<file path="config.mk">
export PLATFORM = sky130hd
export DESIGN_NAME = line_number_delta_encoder_top_flat
export DESIGN_NICKNAME = d
export VERILOG_FILES = /design/src/hw/rtl/lnde_pkg.sv /design/src/hw/rtl/lnde_if.sv /design/src/hw/rtl/line_number_delta_encoder_top.sv /design/src/flat_wrapper.sv
export SDC_FILE = /design/constraint.sdc
export NUM_CORES = 1
export LEC_CHECK = 0
export BUFFER_PORTS_ARGS = -buffer_cell sky130_fd_sc_hd__buf_2
export CAP_MARGIN = 20
export CELL_PAD_IN_SITES_DETAIL_PLACEMENT = 1
export CELL_PAD_IN_SITES_GLOBAL_PLACEMENT = 1
export CORE_MARGIN = 8
export CORE_UTILIZATION = 51
export DETAILED_ROUTE_END_ITERATION = 7
export MAX_ROUTING_LAYER = met4
export PLACE_DENSITY = 0.91
export SETUP_SLACK_MARGIN = 0.1
export SLEW_MARGIN = 20
export SYNTH_ARGS = -nofsm -noshare
export SYNTH_HDL_FRONTEND = slang
export SYNTH_SLANG_ARGS = --single-unit
</file>
<file path="constraint.sdc">
create_clock -name clk_i -period 6.76 [get_ports clk_i]
set_input_delay 1.352 -clock clk_i [delete_from_list [all_inputs] [get_ports clk_i]]
set_output_delay 1.352 -clock clk_i [all_outputs]
set_load 0.005 [all_outputs]
</file>
<file path="src/hw/rtl/lnde_pkg.sv">
package lnde_pkg;

  localparam int LINE_W = 11;
  localparam int UNITS_W = 3;
  localparam int OFS_W = 13;
  localparam int PB_W = 14;
  localparam int PL_W = 12;
  localparam int ACC_W = 15;
  localparam int BYTE_W = 8;

  localparam logic [OFS_W-1:0] MAX_CODE_UNITS = OFS_W'(4096);
  localparam logic [LINE_W-1:0] MAX_LINE = LINE_W'(2047);

  // Split limits for one table word.
  localparam logic [PB_W-1:0] BYTE_CHUNK = PB_W'(255);
  localparam logic signed [PL_W-1:0] LINE_UP = PL_W'(127);
  localparam logic signed [PL_W-1:0] LINE_DOWN = -PL_W'(128);

  // Addends used by the shared step adder.
  localparam logic signed [ACC_W-1:0] ADD_BYTE_STEP = -ACC_W'(255);
  localparam logic signed [ACC_W-1:0] ADD_LINE_UP = -ACC_W'(127);
  localparam logic signed [ACC_W-1:0] ADD_LINE_DOWN = ACC_W'(128);

  localparam logic ACT_INSN = 1'b0;
  localparam logic ACT_RESTART = 1'b1;

  typedef enum logic {
    ST_IDLE,
    ST_EMIT
  } lnde_state_e;

endpackage

</file>
<file path="src/hw/rtl/lnde_if.sv">
interface lnde_in_if;
  logic valid;
  logic ready;
  logic action;
  logic [lnde_pkg::LINE_W-1:0] line_number;
  logic [lnde_pkg::UNITS_W-1:0] unit_count;

  modport source (output valid, action, line_number, unit_count, input ready);
  modport sink (input valid, action, line_number, unit_count, output ready);
endinterface

interface lnde_out_if;
  logic valid;
  logic ready;
  logic [lnde_pkg::BYTE_W-1:0] byte_delta;
  logic signed [lnde_pkg::BYTE_W-1:0] line_delta;
  logic last_pair;
  logic code_overflow;

  modport source (output valid, byte_delta, line_delta, last_pair, code_overflow,
                  input ready);
  modport sink (input valid, byte_delta, line_delta, last_pair, code_overflow,
                output ready);
endinterface

</file>
<file path="src/hw/rtl/line_number_delta_encoder_top.sv">
// Line number table encoder: each instruction word (source line, length in code units)
// is taken in the idle state and leaves it idle when the line is unchanged. A line
// change starts a run of table words; the encoder then stays busy until the last word
// is emitted, where the run is 1 + ceil-split of the byte advance by 255 plus the split
// of the line advance by 127 or 128 (at most 49 words), since one shared adder produces
// one word per cycle. A stalled output stalls the run; a finished word may wait in the
// output register while the next instruction is already taken. A restart word emits
// nothing.
module line_number_delta_encoder_top (
  input logic clk_i,
  input logic rst_ni,
  lnde_in_if.sink in_i,
  lnde_out_if.source out_o
);

  lnde_pkg::lnde_state_e state_q, state_d;

  logic [lnde_pkg::LINE_W-1:0] cur_line_q, cur_line_d;
  logic [lnde_pkg::OFS_W-1:0] offset_q, offset_d;
  logic [lnde_pkg::OFS_W-1:0] start_q, start_d;
  logic ovf_q, ovf_d;
  logic ovf_snap_q, ovf_snap_d;
  logic [lnde_pkg::PB_W-1:0] pb_q, pb_d;
  logic signed [lnde_pkg::PL_W-1:0] pl_q, pl_d;

  logic out_valid_q, out_valid_d;
  logic [lnde_pkg::BYTE_W-1:0] out_byte_q, out_byte_d;
  logic signed [lnde_pkg::BYTE_W-1:0] out_line_q, out_line_d;
  logic out_last_q, out_last_d;
  logic out_ovf_q, out_ovf_d;

  logic accept;
  logic slot_free;
  logic emit;
  logic emit_last;
  logic byte_step, up_step, down_step;
  logic signed [lnde_pkg::ACC_W-1:0] acc_a, acc_b, acc_sum;
  logic [lnde_pkg::LINE_W-1:0] line_clamped;
  logic [lnde_pkg::OFS_W-1:0] span;
  logic [lnde_pkg::OFS_W:0] offset_sum;

  assign in_i.ready = (state_q == lnde_pkg::ST_IDLE);
  assign accept = in_i.valid && in_i.ready;
  assign slot_free = !out_valid_q || out_o.ready;

  assign out_o.valid = out_valid_q;
  assign out_o.byte_delta = out_byte_q;
  assign out_o.line_delta = out_line_q;
  assign out_o.last_pair = out_last_q;
  assign out_o.code_overflow = out_ovf_q;

  assign line_clamped = (in_i.line_number > lnde_pkg::MAX_LINE) ? lnde_pkg::MAX_LINE
                                                                  : in_i.line_number;
  assign span = offset_q - start_q;
  assign offset_sum = {1'b0, offset_q} + (lnde_pkg::OFS_W + 1)'(in_i.unit_count);

  // Byte splitting comes first; line splitting follows once the bytes fit.
  assign byte_step = pb_q > lnde_pkg::BYTE_CHUNK;
  assign up_step = pl_q > lnde_pkg::LINE_UP;
  assign down_step = pl_q < lnde_pkg::LINE_DOWN;

  // The one step adder shared by all split phases.
  always_comb begin
    if (byte_step) begin
      acc_a = lnde_pkg::ACC_W'(pb_q);
      acc_b = lnde_pkg::ADD_BYTE_STEP;
    end else begin
      acc_a = lnde_pkg::ACC_W'(pl_q);
      acc_b = up_step ? lnde_pkg::ADD_LINE_UP : lnde_pkg::ADD_LINE_DOWN;
    end
    acc_sum = acc_a + acc_b;
  end

  always_comb begin
    state_d = state_q;
    cur_line_d = cur_line_q;
    offset_d = offset_q;
    start_d = start_q;
    ovf_d = ovf_q;
    ovf_snap_d = ovf_snap_q;
    pb_d = pb_q;
    pl_d = pl_q;
    emit = 1'b0;
    emit_last = 1'b0;
    out_byte_d = out_byte_q;
    out_line_d = out_line_q;
    out_last_d = out_last_q;
    out_ovf_d = out_ovf_q;

    unique case (state_q)
      lnde_pkg::ST_IDLE: begin
        if (accept) begin
          if (in_i.action == lnde_pkg::ACT_RESTART) begin
            cur_line_d = line_clamped;
            offset_d = '0;
            start_d = '0;
            ovf_d = 1'b0;
          end else begin
            if (line_clamped != cur_line_q) begin
              pb_d = (offset_q >= start_q) ? {span, 1'b0} : '0;
              pl_d = $signed({1'b0, line_clamped}) - $signed({1'b0, cur_line_q});
              ovf_snap_d = ovf_q;
              cur_line_d = line_clamped;
              start_d = offset_q;
              state_d = lnde_pkg::ST_EMIT;
            end
            if (offset_sum > (lnde_pkg::OFS_W + 1)'(lnde_pkg::MAX_CODE_UNITS)) begin
              offset_d = lnde_pkg::MAX_CODE_UNITS;
              ovf_d = 1'b1;
            end else begin
              offset_d = offset_sum[lnde_pkg::OFS_W-1:0];
            end
          end
        end
      end
      lnde_pkg::ST_EMIT: begin
        if (slot_free) begin
          emit = 1'b1;
          out_ovf_d = ovf_snap_q;
          out_last_d = 1'b0;
          if (byte_step) begin
            out_byte_d = lnde_pkg::BYTE_CHUNK[lnde_pkg::BYTE_W-1:0];
            out_line_d = '0;
            pb_d = acc_sum[lnde_pkg::PB_W-1:0];
          end else if (up_step || down_step) begin
            out_byte_d = pb_q[lnde_pkg::BYTE_W-1:0];
            out_line_d = up_step ? lnde_pkg::LINE_UP[lnde_pkg::BYTE_W-1:0]
                                 : lnde_pkg::LINE_DOWN[lnde_pkg::BYTE_W-1:0];
            pb_d = '0;
            pl_d = acc_sum[lnde_pkg::PL_W-1:0];
          end else begin
            emit_last = 1'b1;
            out_byte_d = pb_q[lnde_pkg::BYTE_W-1:0];
            out_line_d = pl_q[lnde_pkg::BYTE_W-1:0];
            out_last_d = 1'b1;
            pb_d = '0;
            pl_d = '0;
            state_d = lnde_pkg::ST_IDLE;
          end
        end
      end
      default: state_d = lnde_pkg::ST_IDLE;
    endcase

    out_valid_d = emit || (out_valid_q && !out_o.ready);
  end

  always_ff @(posedge clk_i or negedge rst_ni) begin
    if (!rst_ni) begin
      state_q <= lnde_pkg::ST_IDLE;
    end else begin
      state_q <= state_d;
    end
  end

  always_ff @(posedge clk_i or negedge rst_ni) begin
    if (!rst_ni) begin
      cur_line_q <= '0;
      offset_q <= '0;
      start_q <= '0;
      ovf_q <= 1'b0;
      ovf_snap_q <= 1'b0;
      pb_q <= '0;
      pl_q <= '0;
      out_valid_q <= 1'b0;
    end else begin
      cur_line_q <= cur_line_d;
      offset_q <= offset_d;
      start_q <= start_d;
      ovf_q <= ovf_d;
      ovf_snap_q <= ovf_snap_d;
      pb_q <= pb_d;
      pl_q <= pl_d;
      out_valid_q <= out_valid_d;
    end
  end

  always_ff @(posedge clk_i) begin
    out_byte_q <= out_byte_d;
    out_line_q <= out_line_d;
    out_last_q <= out_last_d;
    out_ovf_q <= out_ovf_d;
  end

  assert property (@(posedge clk_i) disable iff (!rst_ni)
    offset_q <= lnde_pkg::MAX_CODE_UNITS)
    else $error("code offset above its saturation limit");

  assert property (@(posedge clk_i) disable iff (!rst_ni)
    ovf_q |-> (offset_q == lnde_pkg::MAX_CODE_UNITS))
    else $error("overflow flag set without a saturated offset");

  assert property (@(posedge clk_i) disable iff (!rst_ni)
    emit_last |=> (state_q == lnde_pkg::ST_IDLE) && out_valid_q && out_last_q)
    else $error("final word did not end the run");

  assert property (@(posedge clk_i) disable iff (!rst_ni)
    (emit && !byte_step) |=> (pb_q == '0))
    else $error("byte advance left over after a line word");

  assert property (@(posedge clk_i) disable iff (!rst_ni)
    (state_q == lnde_pkg::ST_IDLE) |-> (pb_q == '0) && (pl_q == '0))
    else $error("split run not cleared between items");

endmodule
</file>
<file path="src/flat_wrapper.sv">
// flat-port wrapper written by rule: the top's interface ports become plain ports
module line_number_delta_encoder_top_flat 
  (clk_i, rst_ni, in_i_valid, in_i_action, in_i_line_number, in_i_unit_count, in_i_ready, out_o_valid, out_o_byte_delta, out_o_line_delta, out_o_last_pair, out_o_code_overflow, out_o_ready);
  lnde_in_if in_i_i ();
  lnde_out_if out_o_i ();
  input logic clk_i;
  input logic rst_ni;
  input wire logic [$bits(in_i_i.valid)-1:0] in_i_valid;
  input wire logic [$bits(in_i_i.action)-1:0] in_i_action;
  input wire logic [$bits(in_i_i.line_number)-1:0] in_i_line_number;
  input wire logic [$bits(in_i_i.unit_count)-1:0] in_i_unit_count;
  output wire logic [$bits(in_i_i.ready)-1:0] in_i_ready;
  output wire logic [$bits(out_o_i.valid)-1:0] out_o_valid;
  output wire logic [$bits(out_o_i.byte_delta)-1:0] out_o_byte_delta;
  output wire logic [$bits(out_o_i.line_delta)-1:0] out_o_line_delta;
  output wire logic [$bits(out_o_i.last_pair)-1:0] out_o_last_pair;
  output wire logic [$bits(out_o_i.code_overflow)-1:0] out_o_code_overflow;
  input wire logic [$bits(out_o_i.ready)-1:0] out_o_ready;
  assign in_i_i.valid = in_i_valid;
  assign in_i_i.action = in_i_action;
  assign in_i_i.line_number = in_i_line_number;
  assign in_i_i.unit_count = in_i_unit_count;
  assign in_i_ready = in_i_i.ready;
  assign out_o_valid = out_o_i.valid;
  assign out_o_byte_delta = out_o_i.byte_delta;
  assign out_o_line_delta = out_o_i.line_delta;
  assign out_o_last_pair = out_o_i.last_pair;
  assign out_o_code_overflow = out_o_i.code_overflow;
  assign out_o_i.ready = out_o_ready;
  line_number_delta_encoder_top u_core (.clk_i(clk_i), .rst_ni(rst_ni), .in_i(in_i_i), .out_o(out_o_i));
endmodule
</file>
==> results of run 1 <==
-- flip-flops by register name, indices dropped and copies added, names as in the netlist --
signal	flops
u_core.pb_q	14
u_core.offset_q	13
u_core.start_q	13
u_core.pl_q	12
u_core.cur_line_q	11
u_core.out_o.byte_delta	8
u_core.out_o.line_delta	8
u_core.out_o.code_overflow	1
u_core.out_o.last_pair	1
u_core.out_o.valid	1
u_core.ovf_q	1
u_core.ovf_snap_q	1
u_core.state_q	1
-- critical path, cell delays in order --
cell and delay [ps]:
buf_2 90, ha_1 200, inv_1 70, fa_1 410
nand2b_4 200, a2111oi_2 460, a21oi_1 170, nor2_1 660
nor2_1 200, o21ai_2 420, o22ai_1 150
-- layer usage --
layer | vias to the layer above | wire [um]
met5 | - | 0
met4 | 0 | 430
met3 | 32 | 736
met2 | 143 | 8530
met1 | 2573 | 7325
li1 | 2380 | -
-- synthesized netlist by cell type, drive strengths merged, types with 16 or more instances --
| master | n |
|---|---|
| dfrtp | 67 |
| nor2 | 58 |
| inv | 43 |
| nand2 | 41 |
| a21oi | 38 |
| ha | 34 |
| o21ai | 31 |
| clkbuf | 28 |
| edfxtp | 18 |
| nand3 | 18 |
| o31ai | 16 |
-- metrics by stage --
| stage | hold WS (ps) | power [mW] | utilization | cell area (sq um) |
|---|---|---|---|---|
| 6_report | 479.5 | 3.069 | 0.5691 | 6415 |
| 3_5_place_dp | 453.1 | 2.504 | 0.5403 | 6091 |
| 3_3_place_gp | 427.8 | 2.410 | 0.5403 | 6091 |
| 2_1_floorplan | 421.0 | 2.027 | - | 5808 |
| 5_1_grt | 478.1 | 3.280 | 0.5691 | 6415 |
| 4_1_cts | 471.1 | 3.057 | 0.5684 | 6407 |
-- power by group through the flow --
stage / Combinational, mW / Clock, mW / Sequential [mW]
after CTS: 1.64 / 0.537 / 0.882
final: 1.65 / 0.532 / 0.886
after global placement: 1.53 / 0 / 0.875
after detailed placement: 1.61 / 0 / 0.890
after global routing: 1.82 / 0.554 / 0.906
after floorplan: 1.21 / 0 / 0.815
-- area by class of cell --
cell class	instances	area [sq um]
Fill cell	1294	4857
Timing Repair Buffer	44	235.2
Clock inverter	7	91.34
Multi-Input combinational cell	470	3306
Sequential cell	85	2217
Tap cell	143	178.9
Clock buffer	9	225.2
Inverter	43	161.4
-- worst min path at each step --
| stage | from | to | cells past startpoint |
|---|---|---|---|
| after floorplan | u_core.ovf_snap_q$_DFFE_PN0P_ | u_core.out_o.code_overflow$_DFFE_PP_ | 0 |
| after global placement | u_core.ovf_snap_q$_DFFE_PN0P_ | u_core.out_o.code_overflow$_DFFE_PP_ | 0 |
| after detailed placement | u_core.ovf_snap_q$_DFFE_PN0P_ | u_core.out_o.code_overflow$_DFFE_PP_ | 0 |
| after CTS | u_core.ovf_snap_q$_DFFE_PN0P_ | u_core.out_o.code_overflow$_DFFE_PP_ | 0 |
| after global routing | u_core.ovf_snap_q$_DFFE_PN0P_ | u_core.out_o.code_overflow$_DFFE_PP_ | 0 |
| final | u_core.ovf_snap_q$_DFFE_PN0P_ | u_core.out_o.code_overflow$_DFFE_PP_ | 0 |
-- kinds of logic (layout without fill, tap and decap cells) --
family,Yosys count,after routing,synth area share
AOI/OAI and AO/OA,195,195,0.2413
and+or+nand+nor,194,194,0.1700
DFF,85,85,0.3817
adders and majority gates,37,37,0.08359
xor gates and xnor gates,30,30,0.04524
muxes,14,14,0.02628
buffers and inverters,78,103,0.05192
-- layout by cell type (no fill, tap or decap), drive strengths merged, types with 16 or more instances in the layout --
master,n
edfxtp,18
nand3,18
ha,34
a21oi,38
o21ai,31
inv,46
nor2,58
nand2,41
o31ai,16
dfrtp,67
buf,44
==> results.toml, run 1 <==
[status]
status = "complete, no violations"

[sta]
finClkSkew_ps = 12.62
maxSlewHeadroom = 0.3284
finalSetupViolations = 0
hold_viol = 0
tightest_slew_ps = 1007
rsz0062_at_grt = "false"
fin_ws_ps = 2581
max_freq_mhz = 239.3
period_share = 0.6183
fin_setup_tns_ps = 0
finalMaxSlewViolations = 0
fin_crit_ps = 4179

[synthesis]
seq_area_frac_synth = 0.3817
ys_ff_latch = 85
synth_cells = 633
synth_area_leaders = "dfrtp_1, edfxtp_1, ha_1"
syn_area_sq_mm = 0.005808
synth_top_area_share = 0.2887
syn_avg_cell_area_sq_um = 9.175
synth_edf_count = 18
synthArstFlopShare = 0.7882
syn_nets = 689
synthFlopType = "dfrtp_1"
yosysTopAreaCell = "dfrtp_1"
synth_cell_types = 74
yosys_warnings = 0

[setup_path]
cp-start-kind = "input port"
worst-r2r-cell-count = 10
startpoint = "in_i_unit_count[0]"
endpoint_kind = "flip-flop"
required_ps = 6960
rrSetupSlack_ps = 2590
path_class = "input port to flip-flop"
r2r-start = "u_core.pl_q[8]$_DFFE_PN0P_"
cp.arrival_ps = 4380
crit_end = "u_core.offset_q[0]$_DFFE_PN0P_"
reg2reg_to = "u_core.pb_q[10]$_DFFE_PN0P_"
critical_path_peak_fanout = 11

[drt]
firstDrtPassIters = 5
wl_per_cell_um = 21.25
drt_wl_total_mm = 17.02
drcViolationCount = 0
dr_total_vias = 5128
viasPerCell = 6.402
first_iter_violations = 346
ant_nets = 0

[global_route]
met3_usage = 0.02944
grt.busiest_layer = "met2"
grtUsageMet1 = 0.3013
grt_max_degree = 68
track_usage = 0.2477
grt_remaining_overflow = 0
grt_pass1_vias = 5540
grt_pass1_wl_mm = 28.62
grt.met2_usage = 0.4105
antenna_found_initial = 0

[finish]
syn_to_final_growth_pct = 10.45
nets = 709
fin_cells = 801
final_layout_size_suffix_gt1_frac = 0.1413
num_antenna_cells = 0

[min_path]
hp-class = "flip-flop to flip-flop"

[placed_design]
place_congestion = 0.8881
io_buffers = 38
dp_hpwl_mm = 12.57
place_worst_setup_slack_ps = 2237
dp.cells = 785

[power]
p_clk_frac = 0.173
power_per_cell_area_mw_per_mm2 = 478.4
comb_power_share = 0.538
max-vdd-ir-drop_mv = 0.2187
intPower_mw = 1.656
p_switching_mw = 1.413
p_leak_nw = 2.716
swShare = 0.4605
pwr-share-seq = 0.289

[clock_tree]
cts_tree = "done"
clock_path_buffers = 2
insertion_delay_ps = 360
clock-sinks = 85
h-tree-depth = 3
cts_setup_buffers = 0
cts_hold_buf = 0
clk_transition_reported_paths_ps = 70
post_cts_resized = 0
numCtsBuffers = 9
cts-root-buf = "clkbuf_16"

[floorplanning]
die_h_um = 122.7
core_area_sq_mm = 0.01127
dieArea_sq_mm = 0.01506
ios = 39
start_util = 0.5153
die_w_um = 122.7
num_rows = 39

[flow_run]
maxCapViolCount = 0
(Power assumes the default switching activity.)
==> run 2, diff against run 1 <==
--- a/config.mk
+++ b/config.mk
@@ -5,15 +5,16 @@
 export SDC_FILE = /design/constraint.sdc
 export NUM_CORES = 1
 export LEC_CHECK = 0
+export ABC_AREA = 1
 export BUFFER_PORTS_ARGS = -buffer_cell sky130_fd_sc_hd__buf_2
 export CAP_MARGIN = 20
 export CELL_PAD_IN_SITES_DETAIL_PLACEMENT = 1
 export CELL_PAD_IN_SITES_GLOBAL_PLACEMENT = 1
 export CORE_MARGIN = 8
-export CORE_UTILIZATION = 51
+export CORE_UTILIZATION = 45
 export DETAILED_ROUTE_END_ITERATION = 7
 export MAX_ROUTING_LAYER = met4
-export PLACE_DENSITY = 0.91
+export PLACE_DENSITY = 0.86
 export SETUP_SLACK_MARGIN = 0.1
 export SLEW_MARGIN = 20
 export SYNTH_ARGS = -nofsm -noshare
==> constraint.sdc (replaced) <==
create_clock -name clk_i -period 4.4 [get_ports clk_i]
set_input_delay 0.88 -clock clk_i [delete_from_list [all_inputs] [get_ports clk_i]]
set_output_delay 0.88 -clock clk_i [all_outputs]
set_load 0.005 [all_outputs]
==> run 2 against run 1 <==
Net effect: cell area up 2.7%; synthesized cell count up 31%; flip-flop and latch count unchanged; die area up 14%; final cell count up 30%; routed wire length up 8.6%; non-clock buffer count down 3; hold slack better by 14 ps; largest power group unchanged; highest routed layer unchanged.
==> results.toml, run 2 <==
[floorplanning]
num_rows = 42
dieArea_sq_mm = 0.01723
die_w_um = 131.3
core_area_sq_mm = 0.01309
die_h_um = 131.3
ios = 39
start_util = 0.4568

[drt]
ant_nets = 0
drcViolationCount = 0
drt_wl_total_mm = 18.49
viasPerCell = 5.445
dr_total_vias = 5663
wl_per_cell_um = 17.78
firstDrtPassIters = 4
first_iter_violations = 267

[synthesis]
syn_avg_cell_area_sq_um = 7.184
synth_common_cells = "nand2_1, inv_1, dfrtp_1"
synth_most_common_cell = "nand2_1"
synth_cell_types = 40
ys_ff_latch = 85
synthArstFlopShare = 0.7882
syn_area_sq_mm = 0.005977
seq_area_frac_synth = 0.3709
yosysTopAreaCell = "dfrtp_1"
syn_nets = 888
synth_top_area_share = 0.2805
synth_cells = 832
synth_edf_count = 18
yosys_warnings = 0
synthFlopType = "dfrtp_1"
synth_area_leaders = "dfrtp_1, nand2_1, edfxtp_1"

[finish]
regMostFlops = "u_core.pb_q"
syn_to_final_growth_pct = 10.17
final_cell_mix = "nand2_1, inv_1, dfrtp_1"
final_layout_size_suffix_gt1_frac = 0.1030
final_common_cell = "nand2_1"
largest_register_ffs = 14
fill_cells = 1714
nets = 915
num_antenna_cells = 0
top_regs = "u_core.pb_q x14, u_core.offset_q x13, u_core.start_q x13"
post-route-cell-area_sq_mm = 0.006585

[global_route]
antenna_found_initial = 0
grt.met2_usage = 0.3887
met3_usage = 0.02934
grtUsageMet1 = 0.2469
grt_pass1_vias = 6166
grt_remaining_overflow = 0
grt_pass1_wl_mm = 30.72
grt_max_degree = 36
grt.busiest_layer = "met2"
track_usage = 0.2232

[placed_design]
dpl_cell_area_sq_mm = 0.006291
dp_hpwl_mm = 14.76
place_congestion = 0.9716
io_buffers = 38
place_worst_setup_slack_ps = 1134

[power]
power_per_cell_area_mw_per_mm2 = 801.7
p_leak_nw = 3.278
max-vdd-ir-drop_mv = 0.2815

[sta]
maxSlewHeadroom = 0.4876
hold_slack_ps = 493.6
finalMaxSlewViolations = 0
fin_ws_ps = 1344
hold_viol = 0
tightest_slew_ps = 768.6
max_freq_mhz = 327.2
period_share = 0.6946
finalSetupViolations = 0
rsz0062_at_grt = "false"
fin_setup_tns_ps = 0
finClkSkew_ps = 7.581
fin_crit_ps = 3056

[setup_path]
cp.arrival_ps = 3290
path_class = "flip-flop to flip-flop"
crit_path_cell_trace = "nor2_4, nand2_1, nor2_2, buf_4, nand2_1, o21ai_0, ha_1, ha_1, inv_1, nor2_2, xor2_1, nor2_1, o21ai_0, o21ai_0"
endpoint_kind = "flip-flop"
required_ps = 4640
worst_path_largest_cell_delay_ps = 460
slowest_stage = "dfrtp_1"
cp-start-kind = "flip-flop"
path_common_cell = "o21ai_0"
critical_path_peak_fanout = 19

[clock_tree]
numCtsBuffers = 9
clock_path_buffers = 2
insertion_delay_ps = 360
cts_tree = "done"
cts-root-buf = "clkbuf_16"
post_cts_resized = 0
cts_hold_buf = 0
h-tree-depth = 3
clk_transition_reported_paths_ps = 70
clock-sinks = 85
cts_setup_buffers = 0

[min_path]
hp-class = "flip-flop to flip-flop"

[status]
status = "complete, no violations"

[flow_run]
maxCapViolCount = 0
==> run 2: final cells by class <==
cell class              instances  area (sq um)  share of cell area
multi-input cells             598          3178              0.4826
flip-flops and latches         85          2217              0.3367
inverters                     124         465.4             0.07068
clock buffers                   9         225.2             0.03420
well taps                     176         220.2             0.03344
repair buffers                 41         212.7             0.03230
clock inverters                 7         66.31             0.01007
==> run 2: metrics by stage <==
step | utilization | power (mW) | cells
3_5_place_dp | 0.4808 | 4.497 | 1024
4_1_cts | 0.5031 | 5.291 | 1040
6_report | 0.5033 | 5.279 | 1040
2_1_floorplan | - | 3.575 | 832
5_1_grt | 0.5033 | 5.737 | 1040
3_3_place_gp | 0.4808 | 4.336 | 1024
==> run 2: logic make-up (layout without fill, tap and decap cells) <==
group	after synthesis	in the layout	synth area share
AND/OR/NAND/NOR	405	405	0.2973
buffers and inverters	149	181	0.09776
AO/OA/AOI/OAI	142	142	0.1323
XOR/XNOR	14	14	0.02052
flip-flops	85	85	0.3709
adder cells (fa/ha/maj)	37	37	0.08122
==> run 2: worst paths after layout <==
check | start | end | slack [ps] | cells after the start
worst max-delay path | u_core.pb_q[13]$_DFFE_PN0P_ | u_core.pb_q[4]$_DFFE_PN0P_ | 1340 | 14
worst min-delay path | u_core.ovf_snap_q$_DFFE_PN0P_ | u_core.out_o.code_overflow$_DFFE_PP_ | 490 | 0
worst max register to register | u_core.pb_q[13]$_DFFE_PN0P_ | u_core.pb_q[4]$_DFFE_PN0P_ | 1340 | 14
worst min register to register | u_core.ovf_snap_q$_DFFE_PN0P_ | u_core.out_o.code_overflow$_DFFE_PP_ | 490 | 0
max in group asynchronous | rst_ni | u_core.pb_q[11]$_DFFE_PN0P_ | 2810 | 2
min in group asynchronous | rst_ni | u_core.cur_line_q[1]$_DFFE_PN0P_ | 580 | 1
==> run 2: power by group <==
part | total (mW) | switching [mW] | internal [mW]
Combinational | 3.20 | 2.14 | 1.06
Sequential | 1.32 | 0.212 | 1.11
Clock | 0.760 | 0.365 | 0.395
==> run 2: worst max-delay path, delay by kind of cell (launching register included) <==
family          cells  cell delay [ps]
compound gates      3              410
buf+inv             2              350
fa+ha+maj           2              500
flops               1              460
xor+xnor            1              300
simple gates        6              920
==> run 2: layer usage <==
layer | routed length [um] | up-vias
met2 | 9346 | 101
met4 | 778 | 0
met5 | 0 | -
li1 | - | 2760
met3 | 554 | 39
met1 | 7811 | 2763
